[src/rtl/ihc_pkg.sv]
// Shared types and constants for the IPv4 header checker.
// No dependencies; imported by every module of the block.
`default_nettype none

package ihc_pkg;

  localparam int unsigned MIN_HEADER_BYTES = 20;
  localparam logic [3:0]  IP_VERSION       = 4'd4;
  localparam logic [3:0]  IHL_MASK         = 4'hF;
  localparam logic [15:0] COUNT_MAX        = 16'hFFFF;
  localparam logic [15:0] SUM_GOOD         = 16'hFFFF;

  localparam logic [7:0] PROTO_ICMP = 8'd1;
  localparam logic [7:0] PROTO_TCP  = 8'd6;
  localparam logic [7:0] PROTO_UDP  = 8'd17;

  localparam logic [15:0] IDX_VER_IHL  = 16'd0;
  localparam logic [15:0] IDX_LEN_HI   = 16'd2;
  localparam logic [15:0] IDX_LEN_LO   = 16'd3;
  localparam logic [15:0] IDX_PROTO    = 16'd9;
  localparam logic [15:0] IDX_DST_FIRST = 16'd16;
  localparam logic [15:0] IDX_DST_LAST  = 16'd19;

  localparam logic [2:0] ST_ACCEPTED   = 3'd0;
  localparam logic [2:0] ST_TOO_SHORT  = 3'd1;
  localparam logic [2:0] ST_BAD_VER    = 3'd2;
  localparam logic [2:0] ST_INCOMPLETE = 3'd3;
  localparam logic [2:0] ST_BAD_CSUM   = 3'd4;
  localparam logic [2:0] ST_TRUNCATED  = 3'd5;
  localparam logic [2:0] ST_NOT_OURS   = 3'd6;

  localparam logic [1:0] CLS_ICMP  = 2'd0;
  localparam logic [1:0] CLS_TCP   = 2'd1;
  localparam logic [1:0] CLS_UDP   = 2'd2;
  localparam logic [1:0] CLS_OTHER = 2'd3;

  typedef struct packed {
    logic [15:0] byte_count;
    logic [15:0] sum;
    logic [7:0]  version_and_ihl;
    logic [15:0] ip_len;
    logic [7:0]  protocol;
    logic [31:0] destination;
  } hdr_info_t;

  function automatic logic [5:0] header_bytes(input logic [7:0] vih);
    header_bytes = {vih[3:0] & IHL_MASK, 2'b00};
  endfunction

endpackage

`default_nettype wire

[src/rtl/ihc_parser.sv]
// Input register and per-packet header state: byte count, checksum, fields.
// Depends on ihc_pkg.
`default_nettype none

module ihc_parser
  import ihc_pkg::*;
(
  input  wire logic       clk,
  input  wire logic       rst,
  input  wire logic       in_valid,
  output logic            in_ready,
  input  wire logic [7:0] byte_value,
  input  wire logic       last_byte,
  input  wire logic       out_free,
  output logic            done,
  output hdr_info_t       info
);

  logic        s1_valid;
  logic [7:0]  s1_byte;
  logic        s1_last;
  logic        advance;

  logic [15:0] byte_count;
  logic [15:0] sum;
  logic [7:0]  pending_high;
  logic [7:0]  version_and_ihl;
  logic [15:0] ip_len;
  logic [7:0]  protocol;
  logic [31:0] destination;

  logic [15:0] byte_count_next;
  logic [15:0] sum_next;
  logic [7:0]  pending_high_next;
  logic [7:0]  version_and_ihl_next;
  logic [15:0] ip_len_next;
  logic [7:0]  protocol_next;
  logic [31:0] destination_next;
  logic [5:0]  hdr_len;
  logic        in_header;
  logic [16:0] raw_sum;

  assign advance  = s1_valid && (!s1_last || out_free);
  assign in_ready = !s1_valid || advance;
  assign done     = advance && s1_last;

  always_ff @(posedge clk) begin
    if (rst) begin
      s1_valid <= 1'b0;
    end else if (in_ready) begin
      s1_valid <= in_valid;
    end
  end

  always_ff @(posedge clk) begin
    if (in_ready && in_valid) begin
      s1_byte <= byte_value;
      s1_last <= last_byte;
    end
  end

  always_comb begin
    version_and_ihl_next = (byte_count == IDX_VER_IHL) ? s1_byte : version_and_ihl;
    ip_len_next          = ip_len;
    if (byte_count == IDX_LEN_HI) begin
      ip_len_next = {s1_byte, ip_len[7:0]};
    end else if (byte_count == IDX_LEN_LO) begin
      ip_len_next = {ip_len[15:8], s1_byte};
    end
    protocol_next = (byte_count == IDX_PROTO) ? s1_byte : protocol;
    destination_next = destination;
    if (byte_count >= IDX_DST_FIRST && byte_count <= IDX_DST_LAST) begin
      destination_next = {destination[23:0], s1_byte};
    end

    hdr_len   = header_bytes(version_and_ihl_next);
    in_header = (byte_count != COUNT_MAX) && (byte_count < {10'd0, hdr_len});
    raw_sum   = {1'b0, sum} + {1'b0, pending_high, s1_byte};
    pending_high_next = pending_high;
    sum_next          = sum;
    if (in_header) begin
      if (!byte_count[0]) begin
        pending_high_next = s1_byte;
      end else begin
        sum_next = raw_sum[15:0] + {15'd0, raw_sum[16]};
      end
    end

    byte_count_next = (byte_count == COUNT_MAX) ? byte_count : byte_count + 16'd1;
  end

  always_comb begin
    info.byte_count      = byte_count_next;
    info.sum             = sum_next;
    info.version_and_ihl = version_and_ihl_next;
    info.ip_len          = ip_len_next;
    info.protocol        = protocol_next;
    info.destination     = destination_next;
  end

  always_ff @(posedge clk) begin
    if (rst || done) begin
      byte_count      <= '0;
      sum             <= '0;
      pending_high    <= '0;
      version_and_ihl <= '0;
      ip_len          <= '0;
      protocol        <= '0;
      destination     <= '0;
    end else if (advance) begin
      byte_count      <= byte_count_next;
      sum             <= sum_next;
      pending_high    <= pending_high_next;
      version_and_ihl <= version_and_ihl_next;
      ip_len          <= ip_len_next;
      protocol        <= protocol_next;
      destination     <= destination_next;
    end
  end

endmodule

`default_nettype wire

[src/rtl/ihc_verdict.sv]
// Verdict logic and result register: status, protocol class, payload length.
// Depends on ihc_pkg.
`default_nettype none

module ihc_verdict
  import ihc_pkg::*;
(
  input  wire logic        clk,
  input  wire logic        rst,
  input  wire logic        done,
  input  wire hdr_info_t   info,
  input  wire logic [31:0] local_address,
  output logic             out_free,
  output logic             out_valid,
  input  wire logic        out_ready,
  output logic [2:0]       status,
  output logic [1:0]       protocol_class,
  output logic [7:0]       protocol_number,
  output logic [15:0]      payload_length
);

  logic [5:0]  hdr_len;
  logic [15:0] hdr_len_w;
  logic [2:0]  status_next;
  logic [1:0]  class_next;
  logic [15:0] payload_next;

  assign out_free = !out_valid || out_ready;

  always_comb begin
    hdr_len   = header_bytes(info.version_and_ihl);
    hdr_len_w = {10'd0, hdr_len};

    if (info.byte_count < 16'(MIN_HEADER_BYTES)) begin
      status_next = ST_TOO_SHORT;
    end else if (info.version_and_ihl[7:4] != IP_VERSION) begin
      status_next = ST_BAD_VER;
    end else if (info.byte_count < hdr_len_w) begin
      status_next = ST_INCOMPLETE;
    end else if (info.sum != SUM_GOOD) begin
      status_next = ST_BAD_CSUM;
    end else if (info.byte_count < info.ip_len) begin
      status_next = ST_TRUNCATED;
    end else if (info.destination != local_address) begin
      status_next = ST_NOT_OURS;
    end else begin
      status_next = ST_ACCEPTED;
    end

    case (info.protocol)
      PROTO_ICMP: class_next = CLS_ICMP;
      PROTO_TCP:  class_next = CLS_TCP;
      PROTO_UDP:  class_next = CLS_UDP;
      default:    class_next = CLS_OTHER;
    endcase

    payload_next = (info.ip_len > hdr_len_w) ? info.ip_len - hdr_len_w : 16'd0;
  end

  always_ff @(posedge clk) begin
    if (rst) begin
      out_valid <= 1'b0;
    end else if (done) begin
      out_valid <= 1'b1;
    end else if (out_ready) begin
      out_valid <= 1'b0;
    end
  end

  always_ff @(posedge clk) begin
    if (done) begin
      status          <= status_next;
      protocol_class  <= class_next;
      protocol_number <= info.protocol;
      payload_length  <= payload_next;
    end
  end

endmodule

`default_nettype wire

[src/rtl/ipv4_header_checker_unit.sv]
// Top level of the IPv4 receive header checker.
// Depends on ihc_pkg, ihc_parser and ihc_verdict.
//
//   channel  direction  handshake            payload
//   in       input      in_valid/in_ready    byte_value, last_byte
//   out      output     out_valid/out_ready  status, protocol_class,
//                                            protocol_number, payload_length
//   cfg      input      cfg_valid/cfg_ready  local_address
//
// One byte per cycle unless a stalled verdict holds a last byte; out_valid rises
// once the last byte has passed the input register and then the result register.
// Reset clears the packet state, local_address and both valid flags.
// A stalled verdict holds the input register only while it carries a last
// byte; other bytes keep flowing. cfg_ready is always high.
`default_nettype none

module ipv4_header_checker_unit
  import ihc_pkg::*;
(
  input  wire logic        clk,
  input  wire logic        rst,
  input  wire logic        in_valid,
  output logic             in_ready,
  input  wire logic [7:0]  byte_value,
  input  wire logic        last_byte,
  output logic             out_valid,
  input  wire logic        out_ready,
  output logic [2:0]       status,
  output logic [1:0]       protocol_class,
  output logic [7:0]       protocol_number,
  output logic [15:0]      payload_length,
  input  wire logic        cfg_valid,
  output logic             cfg_ready,
  input  wire logic [31:0] local_address
);

  logic        done;
  logic        out_free;
  hdr_info_t   info;
  logic [31:0] local_addr;

  assign cfg_ready = 1'b1;

  always_ff @(posedge clk) begin
    if (rst) begin
      local_addr <= '0;
    end else if (cfg_valid && cfg_ready) begin
      local_addr <= local_address;
    end
  end

  ihc_parser u_parser (
    .clk        (clk),
    .rst        (rst),
    .in_valid   (in_valid),
    .in_ready   (in_ready),
    .byte_value (byte_value),
    .last_byte  (last_byte),
    .out_free   (out_free),
    .done       (done),
    .info       (info)
  );

  ihc_verdict u_verdict (
    .clk             (clk),
    .rst             (rst),
    .done            (done),
    .info            (info),
    .local_address   (local_addr),
    .out_free        (out_free),
    .out_valid       (out_valid),
    .out_ready       (out_ready),
    .status          (status),
    .protocol_class  (protocol_class),
    .protocol_number (protocol_number),
    .payload_length  (payload_length)
  );

endmodule

`default_nettype wire

[config.mk]
export PLATFORM = sky130hd
export DESIGN_NAME = ipv4_header_checker_unit
export DESIGN_NICKNAME = d
export VERILOG_FILES = /design/src/rtl/ihc_pkg.sv /design/src/rtl/ihc_parser.sv /design/src/rtl/ihc_verdict.sv /design/src/rtl/ipv4_header_checker_unit.sv
export SDC_FILE = /design/constraint.sdc
export NUM_CORES = 1
export LEC_CHECK = 0
export ABC_AREA = 1
export BUFFER_PORTS_ARGS = -buffer_cell sky130_fd_sc_hd__buf_2
export CAP_MARGIN = 20
export CORE_MARGIN = 8
export CORE_UTILIZATION = 48
export CTS_CLUSTER_SIZE = 8
export DETAILED_ROUTE_END_ITERATION = 8
export PLACE_DENSITY = 0.66
export RECOVER_POWER = 50
export SLEW_MARGIN = 20
export SYNTH_ARGS = -nofsm -noshare
export SYNTH_HDL_FRONTEND = slang
export SYNTH_SLANG_ARGS = --single-unit
[constraint.sdc]
create_clock -name clk -period 8.4 [get_ports clk]
set_clock_uncertainty 0.1 [all_clocks]
set_input_delay 2.1 -clock clk [delete_from_list [all_inputs] [get_ports clk]]
set_output_delay 2.1 -clock clk [all_outputs]
set_load 0.005 [all_outputs]
==> impl_metrics.csv, run 1 <==
group,metric,value,unit
status,run_status,"finished, violations left",
status,failed_checks,"capacitance limit, slew limit",
worst_hold_path,whs_endpoint,"local_addr[19]$_SDFFE_PP0P_",
synthesis,synth_area_per_cell,6.68,um2
grt,vias_in_the_first_global_route,9234,
synthesis,post_synth_inst_count,1622,
synthesis,yosys_warnings,0,
critical_path,critical_path_class,"input port to flip-flop",
critical_path,cp_max_fo,69,
floorplan,die_ht,166,um
synthesis,post-synth-top-count-cell,"sky130_fd_sc_hd__nand2_1",
power_and_ir_drop,clkPwrFrac,0.353,
layout,layout_nets,1762,
power_and_ir_drop,power_frac_comb,0.233,
power_and_ir_drop,seqPwrFrac,0.415,
clock_network,cts-root-buf,"sky130_fd_sc_hd__clkbuf_16",
worst_hold_path,holdPathStages,2,
clock_network,cts_setup_buffers,0,
critical_path,timing.critical_path.mode_cell,"sky130_fd_sc_hd__nand2_1",
power_and_ir_drop,p_switching,0.786,mW
grt,gr-usage-all-layers,0.203,
synthesis,flops_latches_synth,176,
sta,layout_setup_ws,2.26,ns
power_and_ir_drop,vdd_drop_max,109,uV
critical_path,r2r_slack,3.65,ns
sta,final-max-slew-violation-count,70,
critical_path,worst_path_max_delay_cell,"sky130_fd_sc_hd__clkbuf_1",
synthesis,async_flop_share,0,
grt,initial_antenna_violation_count,0,
synthesis,synth.area.top_cells,"sky130_fd_sc_hd__dfxtp_1 26%, sky130_fd_sc_hd__nand2_1 13%, sky130_fd_sc_hd__edfxtp_1 11%, sky130_fd_sc_hd__inv_1 9.3%, sky130_fd_sc_hd__o21ai_0 8.7%",
sta,setup_total_negative_slack,0,ns
place,dp.cells,1933,
routing,wl_per_cell,14.5,um
floorplan,std_cell_rows,55,
routing,antenna_left,0,
power_and_ir_drop,power.density_cell_area,195,nW/um2
floorplan,io_pins,78,
sta,final_setup_violation_count,0,
synthesis,synthDominantCellAreaShare,0.255,
sta,finalCritPeriodShare,0.731,
routing,detail_route.first_pass.iterations,9,
critical_path,worstPathArrival,6.40,ns
layout,finalInstanceArea,12000,um2
routing,drt_drc_violations_left,0,
critical_path,worst_r2r_path_depth,13,
sta,rsz0062_at_grt,"false",
layout,fillerInstances,2191,
sta,worst_case_hold_slack,0.375,ns
clock_network,max-clock-path-buffers,2,
synthesis,synth_cell_types,45,
critical_path,worstSetupEndpointType,"flip-flop",
critical_path,worstReg2RegEnd,"u_parser.pending_high[4]$_SDFFE_PP0P_",
layout,antenna_cells,0,
routing,routed_via_density,5.16,
clock_network,tritoncts_sinks,176,
clock_network,insertion_delay,0.45,ns
synthesis,synthDominantAreaCellType,"sky130_fd_sc_hd__dfxtp_1",
floorplan,fp.dieW,166,um
grt,pin_count_of_the_biggest_net_entering_global_routing,126,
place,place_ws,3.48,ns
layout,post_route_cells_drive_above_1_share,0.0798,
place,placedInstanceArea,11400,um2
routing,drt-total-wl,28500,um
critical_path,max_stage_delay,1.97,ns
worst_hold_path,hold_start,"local_addr[19]$_SDFFE_PP0P_",
sta,fmax,163,MHz
critical_path,cp_top_family,"buffers and inverters",
power_and_ir_drop,total_leakage_power,5.95,nW
power_and_ir_drop,fin_total_pwr,2.33,mW
grt,grt_remaining_overflow,0,
sta,post-route-min-period,6.14,ns
place,buffer_ports.inserted,76,
flow_run,max-cap-violations,1,
clock_network,cts_tree,"yes",
critical_path,worst_setup_sp_type,"input port",
layout,finish.cell_count_without_fillers,1965,
power_and_ir_drop,switching_share,0.337,
clock_network,ctsHoldBuffers,0,
synthesis,number_of_flops_mapped_to_enable_cells_by_yosys,38,
place,hpwlAfterDp,20900,um
synthesis,synth_ff_type,"sky130_fd_sc_hd__dfxtp_1",
floorplan,initial_utilization,0.484,
layout,finalCoreUtilization,0.536,
sta,final-hold-violation-count,0,
clock_network,cts_resized,0,
floorplan,placeable_core_region,22400,um2
sta,max_slew.worst_pin.slew,2.81,ns
synthesis,syn-num-nets,1717,
critical_path,crit_path_cell_trace,"buf_2, nor2_1, nand2_1, nand2_2, clkbuf_1, clkinv_2, nand2_1, nand2_1, buf_4, clkinv_1, buf_4, o21ai_0, a21oi_1",
place,finalWeightedCongestion,0.892,
critical_path,worstReg2RegStart,"u_verdict.out_valid$_SDFFE_PP0P_",
sta,maxSlewHeadroom,-0.875,
critical_path,cp.required,8.66,ns
layout,area_growth,10.6,%
routing,vias,10100,
clock_network,worst_path_clk_slew,0.07,ns
power_and_ir_drop,internal_power,1.55,mW
synthesis,yosysSeqAreaShare,0.360,
synthesis,post_synth_most_frequent_cells,"388 x sky130_fd_sc_hd__nand2_1, 267 x sky130_fd_sc_hd__inv_1, 188 x sky130_fd_sc_hd__o21ai_0, 138 x sky130_fd_sc_hd__dfxtp_1, 137 x sky130_fd_sc_hd__a21oi_1",
critical_path,timing.critical_path.buf_inv,6,
worst_hold_path,timing.hold.worst.class,"flip-flop to flip-flop",
clock_network,number_of_buffers_inserted_during_clock_tree_synthesis,17,
routing,detailedRoute.firstIterationViolations,818,
synthesis,syn-cell-area,10800,um2
clock_network,cts.htree.levels,4,
floorplan,design.die.area,27600,um2
grt,grt_first_pass_wirelength,46200,um
-- cells by family after synthesis --
kind of cell	count (synthesis)	share of synthesized area
flops	176	0.360
other cells	1	0.000346
compound gates	390	0.194
fa+ha+maj	49	0.0580
xor+xnor	19	0.0154
buf+inv	334	0.118
simple gates	653	0.253
-- worst max path at each step --
stage          startpoint                                    end  slack [ns]  cells past startpoint
6_report        out_ready  u_parser.pending_high[4]$_SDFFE_PP0P_        2.26                     13
5_1_grt         out_ready   u_parser.destination[1]$_SDFFE_PP0P_        1.84                     13
4_1_cts         out_ready                               in_ready        3.56                      4
3_5_place_dp    out_ready           u_parser.sum[5]$_SDFFE_PP0P_        3.48                     13
3_3_place_gp    out_ready           u_parser.sum[5]$_SDFFE_PP0P_        3.52                     13
2_1_floorplan   out_ready                               in_ready        3.84                      2
-- state kept, by name, summed over array words and instances (netlist names), 16 cells and up --
register and flops:
local_addr 32, u_parser.destination 32, u_parser.byte_count 16, u_parser.ip_len 16
u_parser.sum 16, u_verdict.payload_length 16
-- power groups by stage --
stage	Sequential, mW	Clock, mW	Combinational (mW)
finish	0.968	0.823	0.543
global route	0.973	0.868	0.625
CTS	0.967	0.830	0.545
detailed placement	0.985	0	0.542
global placement	0.985	0	0.530
floorplan	0.972	0	0.418
-- tightest hold or removal path: stages (launching register included) --
cell                      delay (ns)
sky130_fd_sc_hd__dfxtp_1        0.31
sky130_fd_sc_hd__inv_1          0.06
sky130_fd_sc_hd__a21oi_1        0.06
-- final cells by class --
class	count	area, um2	share of cell area
Clock inverter	12	125	0.0104
Multi-Input combinational cell	1112	5660	0.472
Inverter	276	1040	0.0866
Timing Repair Buffer	84	410	0.0343
Tap cell	285	357	0.0298
Sequential cell	176	3900	0.326
Clock buffer	20	489	0.0408
-- placed cells by master (no fill, tap or decap), types with 2 or more instances in the layout --
cell type	count
sky130_fd_sc_hd__nand2_1	387
sky130_fd_sc_hd__inv_1	266
sky130_fd_sc_hd__o21ai_0	188
sky130_fd_sc_hd__dfxtp_1	138
sky130_fd_sc_hd__a21oi_1	137
sky130_fd_sc_hd__nor2_1	130
sky130_fd_sc_hd__nand3_1	70
sky130_fd_sc_hd__buf_2	55
sky130_fd_sc_hd__ha_1	47
sky130_fd_sc_hd__o211ai_1	38
sky130_fd_sc_hd__edfxtp_1	38
sky130_fd_sc_hd__clkbuf_1	22
sky130_fd_sc_hd__clkbuf_16	19
sky130_fd_sc_hd__nand4_1	18
sky130_fd_sc_hd__xor2_1	18
sky130_fd_sc_hd__nor3_1	16
sky130_fd_sc_hd__o21ai_1	11
sky130_fd_sc_hd__nand2_2	8
sky130_fd_sc_hd__inv_2	7
sky130_fd_sc_hd__nor2_2	6
sky130_fd_sc_hd__o21ai_2	5
sky130_fd_sc_hd__inv_6	5
sky130_fd_sc_hd__buf_4	5
sky130_fd_sc_hd__nor2_4	3
sky130_fd_sc_hd__or2_2	3
sky130_fd_sc_hd__a211oi_1	3
sky130_fd_sc_hd__inv_8	3
sky130_fd_sc_hd__nor3_2	2
sky130_fd_sc_hd__o21bai_1	2
sky130_fd_sc_hd__nor4_1	2
sky130_fd_sc_hd__clkinv_1	2
sky130_fd_sc_hd__and2_1	2
sky130_fd_sc_hd__nand3b_1	2
sky130_fd_sc_hd__fa_1	2
sky130_fd_sc_hd__clkinv_8	2
-- metal layers --
layer / wire (um) / track usage / vias to the layer above
met4: 371 / 0.0533 / 0
met1: 13600 / 0.272 / 4527
li1: - / - / 5334
met5: 0 / 0 / -
met3: 1510 / 0.0314 / 28
met2: 13000 / 0.336 / 253
No activity file was read; power rests on OpenSTA's default activity.
==> inputs of run 2 (changes only) <==
- clock period: 8.4 -> 6.03 ns (I/O delays scaled with it)
==> impl_metrics.csv, run 2 (synthesized netlist as in run 1, its figures left out) <==
group,metric,value,unit
status,run_status,"finished, violations left",
status,failed_checks,"capacitance limit, slew limit",
sta,layout_setup_ws,1.46,ns
routing,detailedRoute.firstIterationViolations,801,
critical_path,cp-endpoint,"u_verdict.payload_length[15]$_SDFFCE_PP0P_",
critical_path,r2r_slack,1.46,ns
sta,final_setup_violation_count,0,
layout,finish.cell_count_without_fillers,1965,
floorplan,std_cell_rows,55,
power_and_ir_drop,power.density_cell_area,269,nW/um2
grt,vias_in_the_first_global_route,9506,
routing,wl_per_cell,15.1,um
routing,vias,10300,
critical_path,worstReg2RegStart,"u_parser.byte_count[0]$_SDFFE_PP0P_",
sta,post-route-min-period,4.57,ns
flow_run,max-cap-violations,1,
grt,initial_antenna_violation_count,0,
clock_network,cts_setup_buffers,0,
critical_path,setup.worst_path.start,"u_parser.byte_count[0]$_SDFFE_PP0P_",
sta,setup_total_negative_slack,0,ns
floorplan,die_ht,166,um
routing,routed_via_density,5.27,
grt,pin_count_of_the_biggest_net_entering_global_routing,126,
grt,grt_remaining_overflow,0,
grt,gr-usage-all-layers,0.215,
layout,final_cell_mix,"388 x sky130_fd_sc_hd__nand2_1, 266 x sky130_fd_sc_hd__inv_1, 188 x sky130_fd_sc_hd__o21ai_0",
floorplan,design.die.area,27600,um2
clock_network,ctsHoldBuffers,0,
clock_network,max-clock-path-buffers,2,
routing,detail_route.first_pass.iterations,6,
place,finalWeightedCongestion,0.961,
layout,final_common_cell,"sky130_fd_sc_hd__nand2_1",
routing,antenna_left,0,
floorplan,fp.dieW,166,um
routing,drt-total-wl,29700,um
sta,maxSlewHeadroom,-0.348,
sta,finalCritPeriodShare,0.757,
place,placedInstanceArea,11400,um2
critical_path,cp.required,6.09,ns
power_and_ir_drop,fin_total_pwr,3.22,mW
critical_path,worst_setup_sp_type,"flip-flop",
layout,area_growth,10.3,%
floorplan,initial_utilization,0.484,
clock_network,number_of_buffers_inserted_during_clock_tree_synthesis,17,
critical_path,worst_r2r_path_depth,19,
clock_network,worst_path_clk_slew,0.07,ns
clock_network,cts-root-buf,"sky130_fd_sc_hd__clkbuf_16",
place,hpwlAfterDp,22400,um
layout,finalCoreUtilization,0.534,
grt,grt_first_pass_wirelength,48600,um
floorplan,io_pins,78,
sta,max_slew.worst_pin.slew,2.02,ns
critical_path,critical_path_class,"flip-flop to flip-flop",
clock_network,tritoncts_sinks,176,
layout,antenna_cells,0,
critical_path,worstSetupEndpointType,"flip-flop",
layout,layout_nets,1762,
power_and_ir_drop,total_leakage_power,5.92,nW
clock_network,cts.htree.levels,4,
layout,post_route_cells_drive_above_1_share,0.0762,
place,place_ws,1.55,ns
layout,finalInstanceArea,11900,um2
sta,rsz0062_at_grt,"false",
sta,final-hold-violation-count,0,
layout,largestRegisters,"local_addr x32, u_parser.destination x32",
critical_path,worstReg2RegEnd,"u_verdict.payload_length[15]$_SDFFCE_PP0P_",
critical_path,cp_max_fo,17,
routing,drt_drc_violations_left,0,
power_and_ir_drop,vdd_drop_max,140,uV
floorplan,placeable_core_region,22400,um2
clock_network,insertion_delay,0.45,ns
clock_network,cts_tree,"yes",
place,buffer_ports.inserted,76,
place,dp.cells,1933,
sta,worst_case_hold_slack,0.377,ns
clock_network,cts_resized,0,
critical_path,worstPathArrival,4.63,ns
sta,final-max-slew-violation-count,39,
worst_hold_path,timing.hold.worst.class,"flip-flop to flip-flop",
sta,fmax,219,MHz
==> run 2: cell count changes in the layout (fill, tap and decap cells not counted), moves of 2 or more <==
cell and change:
sky130_fd_sc_hd__clkinv_4 +2, sky130_fd_sc_hd__buf_2 -6, sky130_fd_sc_hd__clkbuf_16 -2, sky130_fd_sc_hd__clkbuf_1 +7, sky130_fd_sc_hd__inv_6 -2
==> run 2: worst min-delay path by stage <==
stage | from | end | slack [ns] | cells after the start
after CTS | local_addr[11]$_SDFFE_PP0P_ | local_addr[11]$_SDFFE_PP0P_ | 0.38 | 2
after detailed placement | local_addr[11]$_SDFFE_PP0P_ | local_addr[11]$_SDFFE_PP0P_ | 0.37 | 2
after floorplan | local_addr[19]$_SDFFE_PP0P_ | local_addr[19]$_SDFFE_PP0P_ | 0.35 | 2
final | local_addr[26]$_SDFFE_PP0P_ | local_addr[26]$_SDFFE_PP0P_ | 0.38 | 2
after global placement | local_addr[22]$_SDFFE_PP0P_ | local_addr[22]$_SDFFE_PP0P_ | 0.36 | 2
after global routing | local_addr[11]$_SDFFE_PP0P_ | local_addr[11]$_SDFFE_PP0P_ | 0.39 | 2
==> run 2: per-layer routing <==
layer | track usage | wire length [um]
met5 | 0 | 0
met3 | 0.0480 | 1800
met1 | 0.277 | 13500
met4 | 0.0584 | 527
met2 | 0.357 | 13900
==> run 2: worst max-delay path, cell delays in order (launching register included) <==
cell	delay (ns)
sky130_fd_sc_hd__dfxtp_1	0.75
sky130_fd_sc_hd__inv_1	0.25
sky130_fd_sc_hd__ha_1	0.31
sky130_fd_sc_hd__nand3_1	0.14
sky130_fd_sc_hd__nand3_1	0.37
sky130_fd_sc_hd__nand2_1	0.15
sky130_fd_sc_hd__o21ai_0	0.09
sky130_fd_sc_hd__inv_1	0.15
sky130_fd_sc_hd__ha_1	0.18
sky130_fd_sc_hd__inv_1	0.05
sky130_fd_sc_hd__fa_1	0.39
sky130_fd_sc_hd__nand3_1	0.10
sky130_fd_sc_hd__and2_1	0.16
sky130_fd_sc_hd__nand2_1	0.08
sky130_fd_sc_hd__nor2_1	0.16
sky130_fd_sc_hd__inv_1	0.11
sky130_fd_sc_hd__a21oi_2	0.51
sky130_fd_sc_hd__inv_2	0.09
sky130_fd_sc_hd__o21ai_0	0.09
sky130_fd_sc_hd__a21oi_1	0.06
==> run 2: where the power goes <==
part | total [mW] | switching (mW) | internal, mW
combinational | 0.766 | 0.513 | 0.252
clock | 1.11 | 0.532 | 0.575
sequential | 1.35 | 0.0559 | 1.29
==> run 2: cell type report <==
type | instances | area [um2]
clock buffers | 19 | 453
clock inverters | 13 | 141
fillers | 2178 | 10400
inverters | 276 | 1040
multi-input cells | 1112 | 5650
flip-flops and latches | 176 | 3900
well taps | 285 | 357
repair buffers | 84 | 403
==> inputs of run 3 (changes only) <==
- ABC_AREA: 1 -> 0
- PLACE_DENSITY: 0.66 -> 0.69
- clock period: 6.03 -> 3.82 ns (I/O delays scaled with it)
==> impl_metrics.csv, run 3 <==
group,metric,value,unit
status,run_status,"finished, violations left",
status,failed_checks,"capacitance limit, slew limit, setup timing",
grt,gr-usage-all-layers,0.206,
worst_hold_path,hold_start,"u_parser.destination[28]$_SDFFE_PP0P_",
grt,vias_in_the_first_global_route,8494,
sta,fmax,230,MHz
floorplan,std_cell_rows,53,
synthesis,flops_latches_synth,176,
worst_hold_path,whs_endpoint,"u_parser.destination[28]$_SDFFE_PP0P_",
critical_path,worstPathArrival,4.43,ns
sta,rsz0062_at_grt,"true",
synthesis,synth_compound_area_frac,0.145,
clock_network,worst_path_clk_slew,0.08,ns
synthesis,post-synth-top-count-cell,"sky130_fd_sc_hd__nor2_1",
routing,wl_met3,1410,um
synthesis,yosys.area_share.adder,0.0617,
floorplan,initial_utilization,0.487,
routing,drt_drc_violations_left,0,
layout,fillerInstances,1821,
synthesis,post_synth_most_frequent_cells,"140 x sky130_fd_sc_hd__nor2_1, 139 x sky130_fd_sc_hd__nand2_1, 138 x sky130_fd_sc_hd__dfxtp_1, 89 x sky130_fd_sc_hd__a21oi_1, 79 x sky130_fd_sc_hd__mux2i_1",
clock_network,tritoncts_sinks,176,
floorplan,placeable_core_region,20900,um2
floorplan,die_ht,162,um
synthesis,syn-cell-area,10200,um2
routing,drt-total-wl,27200,um
place,finalWeightedCongestion,0.927,
synthesis,async_flop_share,0,
place,hpwlAfterDp,20000,um
critical_path,cp_top_family,"compound AO/OA/AOI/OAI gates",
synthesis,synth_cell_types,78,
synthesis,synth.area.top_cells,"sky130_fd_sc_hd__dfxtp_1 27%, sky130_fd_sc_hd__edfxtp_1 11%, sky130_fd_sc_hd__mux2i_1 7.8%, sky130_fd_sc_hd__ha_1 5.8%, sky130_fd_sc_hd__nor2_1 5.2%",
routing,routed_via_density,5.57,
layout,largestRegisters,"local_addr x32, u_parser.destination x32",
synthesis,synthMuxAreaShare,0.0854,
grt,grt_first_pass_wirelength,43800,um
place,buffer_ports.inserted,76,
routing,detailedRoute.firstIterationViolations,653,
critical_path,cp.required,3.90,ns
synthesis,yosys_warnings,0,
layout,layout_nets,1434,
routing,antenna_left,0,
routing,detailroute.wirelength.met2,12800,um
sta,max_slew.worst_pin.slew,2.22,ns
synthesis,synth_ff_type,"sky130_fd_sc_hd__dfxtp_1",
synthesis,synth_area_per_cell,8.65,um2
clock_network,cts-root-buf,"sky130_fd_sc_hd__clkbuf_16",
sta,finalCritPeriodShare,1.14,
routing,detail_route.first_pass.iterations,5,
layout,post_route_cells_drive_above_1_share,0.201,
layout,final_common_cell,"sky130_fd_sc_hd__nor2_1",
routing,vias,9057,
worst_hold_path,timing.hold.worst.class,"flip-flop to flip-flop",
critical_path,worst_path_max_delay_cell,"sky130_fd_sc_hd__edfxtp_1",
synthesis,syn-num-nets,1272,
critical_path,max_stage_delay,0.43,ns
worst_hold_path,holdPathStages,2,
layout,multi_input_comb_area,6080,um2
layout,antenna_cells,0,
synthesis,synthDominantCellAreaShare,0.271,
sta,layout_setup_ws,-0.534,ns
synthesis,synthSimpleGateAreaFrac,0.210,
floorplan,design.die.area,26100,um2
critical_path,worstReg2RegEnd,"u_verdict.status[2]$_SDFFCE_PP0P_",
layout,final_cell_mix,"139 x sky130_fd_sc_hd__nor2_1, 138 x sky130_fd_sc_hd__nand2_1, 137 x sky130_fd_sc_hd__dfxtp_1",
routing,wl_met1,12600,um
power_and_ir_drop,vdd_drop_max,283,uV
grt,grt_remaining_overflow,0,
layout,finalCoreUtilization,0.596,
synthesis,largest_family_of_logic_cells_by_synthesized_area,"simple AND/OR/NAND/NOR gates",
routing,highest_metal_layer_used_by_the_detailed_router,"met4",
sta,final-hold-violation-count,0,
synthesis,yosysSeqAreaShare,0.384,
clock_network,max-clock-path-buffers,2,
synthesis,post_synth_inst_count,1177,
critical_path,worstReg2RegStart,"u_parser.s1_byte[0]$_DFFE_PP_",
floorplan,fp.dieW,162,um
critical_path,crit_path_cell_trace,"ha_4, fa_2, a21oi_2, o211ai_1, nand3_1, nand3b_1, a21o_1, a21oi_1, o21bai_1, ha_2, and2_4, and2_4, nor3b_4, nand4_1, nor3_2, a21o_1, a2111oi_2, a22o_1, o2111ai_4, o211a_1",
clock_network,cts.htree.levels,4,
power_and_ir_drop,power.density_cell_area,366,nW/um2
layout,area_growth,22.3,%
critical_path,timing.critical_path.buf_inv,0,
layout,finalInstanceArea,12400,um2
synthesis,yosys.area_share.xor_xnor,0.0739,
routing,wl_per_cell,16.7,um
sta,final_setup_violation_count,4,
floorplan,io_pins,78,
flow_run,max-cap-violations,3,
place,placedInstanceArea,11600,um2
sta,final-max-slew-violation-count,149,
clock_network,insertion_delay,0.43,ns
grt,initial_antenna_violation_count,0,
synthesis,number_of_flops_mapped_to_enable_cells_by_yosys,38,
critical_path,worst_setup_sp_type,"flip-flop",
grt,pin_count_of_the_biggest_net_entering_global_routing,85,
place,place_ws,-0.499,ns
sta,post-route-min-period,4.35,ns
clock_network,number_of_buffers_inserted_during_clock_tree_synthesis,17,
layout,sequential_cell_area,3910,um2
critical_path,worst_r2r_path_depth,20,
critical_path,r2r_slack,-0.53,ns
clock_network,cts_tree,"yes",
synthesis,synthDominantAreaCellType,"sky130_fd_sc_hd__dfxtp_1",
power_and_ir_drop,total_leakage_power,5.25,nW
critical_path,worstSetupEndpointType,"flip-flop",
critical_path,critical_path_class,"flip-flop to flip-flop",
critical_path,cp_max_fo,3,
sta,maxSlewHeadroom,-0.480,
==> run 3: cell types whose count changed in the layout (fill, tap and decap cells not counted), sizes merged, moves of 55 or more <==
cell   previous run  this run
mux2i             0        79
inv             281        39
xnor2             1        56
o21ai           204        20
buf              55       185
nand2           396       140
==> run 3: layout make-up <==
class / count / share of cell area
clock inverters: 13 / 0.0124
repair buffers: 211 / 0.111
well taps: 275 / 0.0276
flip-flops and latches: 176 / 0.314
multi-input cells: 901 / 0.488
inverters: 32 / 0.00965
clock buffers: 19 / 0.0373
==> run 3: cells by family after synthesis <==
logic type | count (synthesis)
mux | 86
flops | 176
xor+xnor | 85
fa+ha+maj | 49
buf+inv | 100
simple gates | 457
compound gates | 223
other cells | 1
==> run 3: worst max path at each step <==
stage                     cells after the start                           from  slack [ns]                                 to
after global placement                       19  u_parser.s1_byte[0]$_DFFE_PP_       -0.47  u_verdict.status[2]$_SDFFCE_PP0P_
final                                        20  u_parser.s1_byte[0]$_DFFE_PP_       -0.53  u_verdict.status[2]$_SDFFCE_PP0P_
after CTS                                    20  u_parser.s1_byte[0]$_DFFE_PP_       -0.43  u_verdict.status[2]$_SDFFCE_PP0P_
after global routing                         20  u_parser.s1_byte[0]$_DFFE_PP_       -0.70  u_verdict.status[2]$_SDFFCE_PP0P_
after detailed placement                     19  u_parser.s1_byte[0]$_DFFE_PP_       -0.50  u_verdict.status[2]$_SDFFCE_PP0P_
after floorplan                              19  u_parser.s1_byte[3]$_DFFE_PP_       -0.41  u_verdict.status[2]$_SDFFCE_PP0P_
==> run 3: worst reg2reg max path, cell delays in order, from the launching register on <==
cell	delay [ns]
sky130_fd_sc_hd__edfxtp_1	0.43
sky130_fd_sc_hd__ha_4	0.19
sky130_fd_sc_hd__fa_2	0.39
sky130_fd_sc_hd__a21oi_2	0.14
sky130_fd_sc_hd__o211ai_1	0.15
sky130_fd_sc_hd__nand3_1	0.14
sky130_fd_sc_hd__nand3b_1	0.09
sky130_fd_sc_hd__a21o_1	0.18
sky130_fd_sc_hd__a21oi_1	0.15
sky130_fd_sc_hd__o21bai_1	0.09
sky130_fd_sc_hd__ha_2	0.19
sky130_fd_sc_hd__and2_4	0.16
sky130_fd_sc_hd__and2_4	0.15
sky130_fd_sc_hd__nor3b_4	0.15
sky130_fd_sc_hd__nand4_1	0.16
sky130_fd_sc_hd__nor3_2	0.09
sky130_fd_sc_hd__a21o_1	0.22
sky130_fd_sc_hd__a2111oi_2	0.36
sky130_fd_sc_hd__a22o_1	0.22
sky130_fd_sc_hd__o2111ai_4	0.13
sky130_fd_sc_hd__o211a_1	0.23
==> run 3: stage by stage <==
stage	instances	setup TNS (ns)	hold slack [ns]	total power, mW
floorplan	1177	-1.00	0.336	2.52
global route	1627	-2.79	0.373	4.75
detailed placement	1579	-1.39	0.354	2.77
global placement	1579	-1.20	0.342	2.76
CTS	1626	-1.28	0.363	4.57
finish	1627	-1.66	0.362	4.56
==> run 3: where the power goes <==
| group | total [mW] | internal (mW) | switching, mW |
|---|---|---|---|
| clock | 1.81 | 0.989 | 0.817 |
| combinational | 0.722 | 0.311 | 0.411 |
| sequential | 2.03 | 1.98 | 0.0496 |
| total | 4.56 | 3.28 | 1.28 |
==> run 3: layer usage <==
layer	global-route usage	vias up
met5	0	-
li1	-	4512
met2	0.334	232
met1	0.272	4280
met4	0.0598	0
met3	0.0407	33
==> run 3: what timing repair did <==
item | 4_1_cts | 5_1_grt
endpoints found under the hold margin | 0 | 0
buffers inserted | 15 | 1
pin swaps | 9 | 15
gates resized for setup | 10 | 15
endpoints found under the setup margin | 4 | 24
hold buffers | 0 | 0
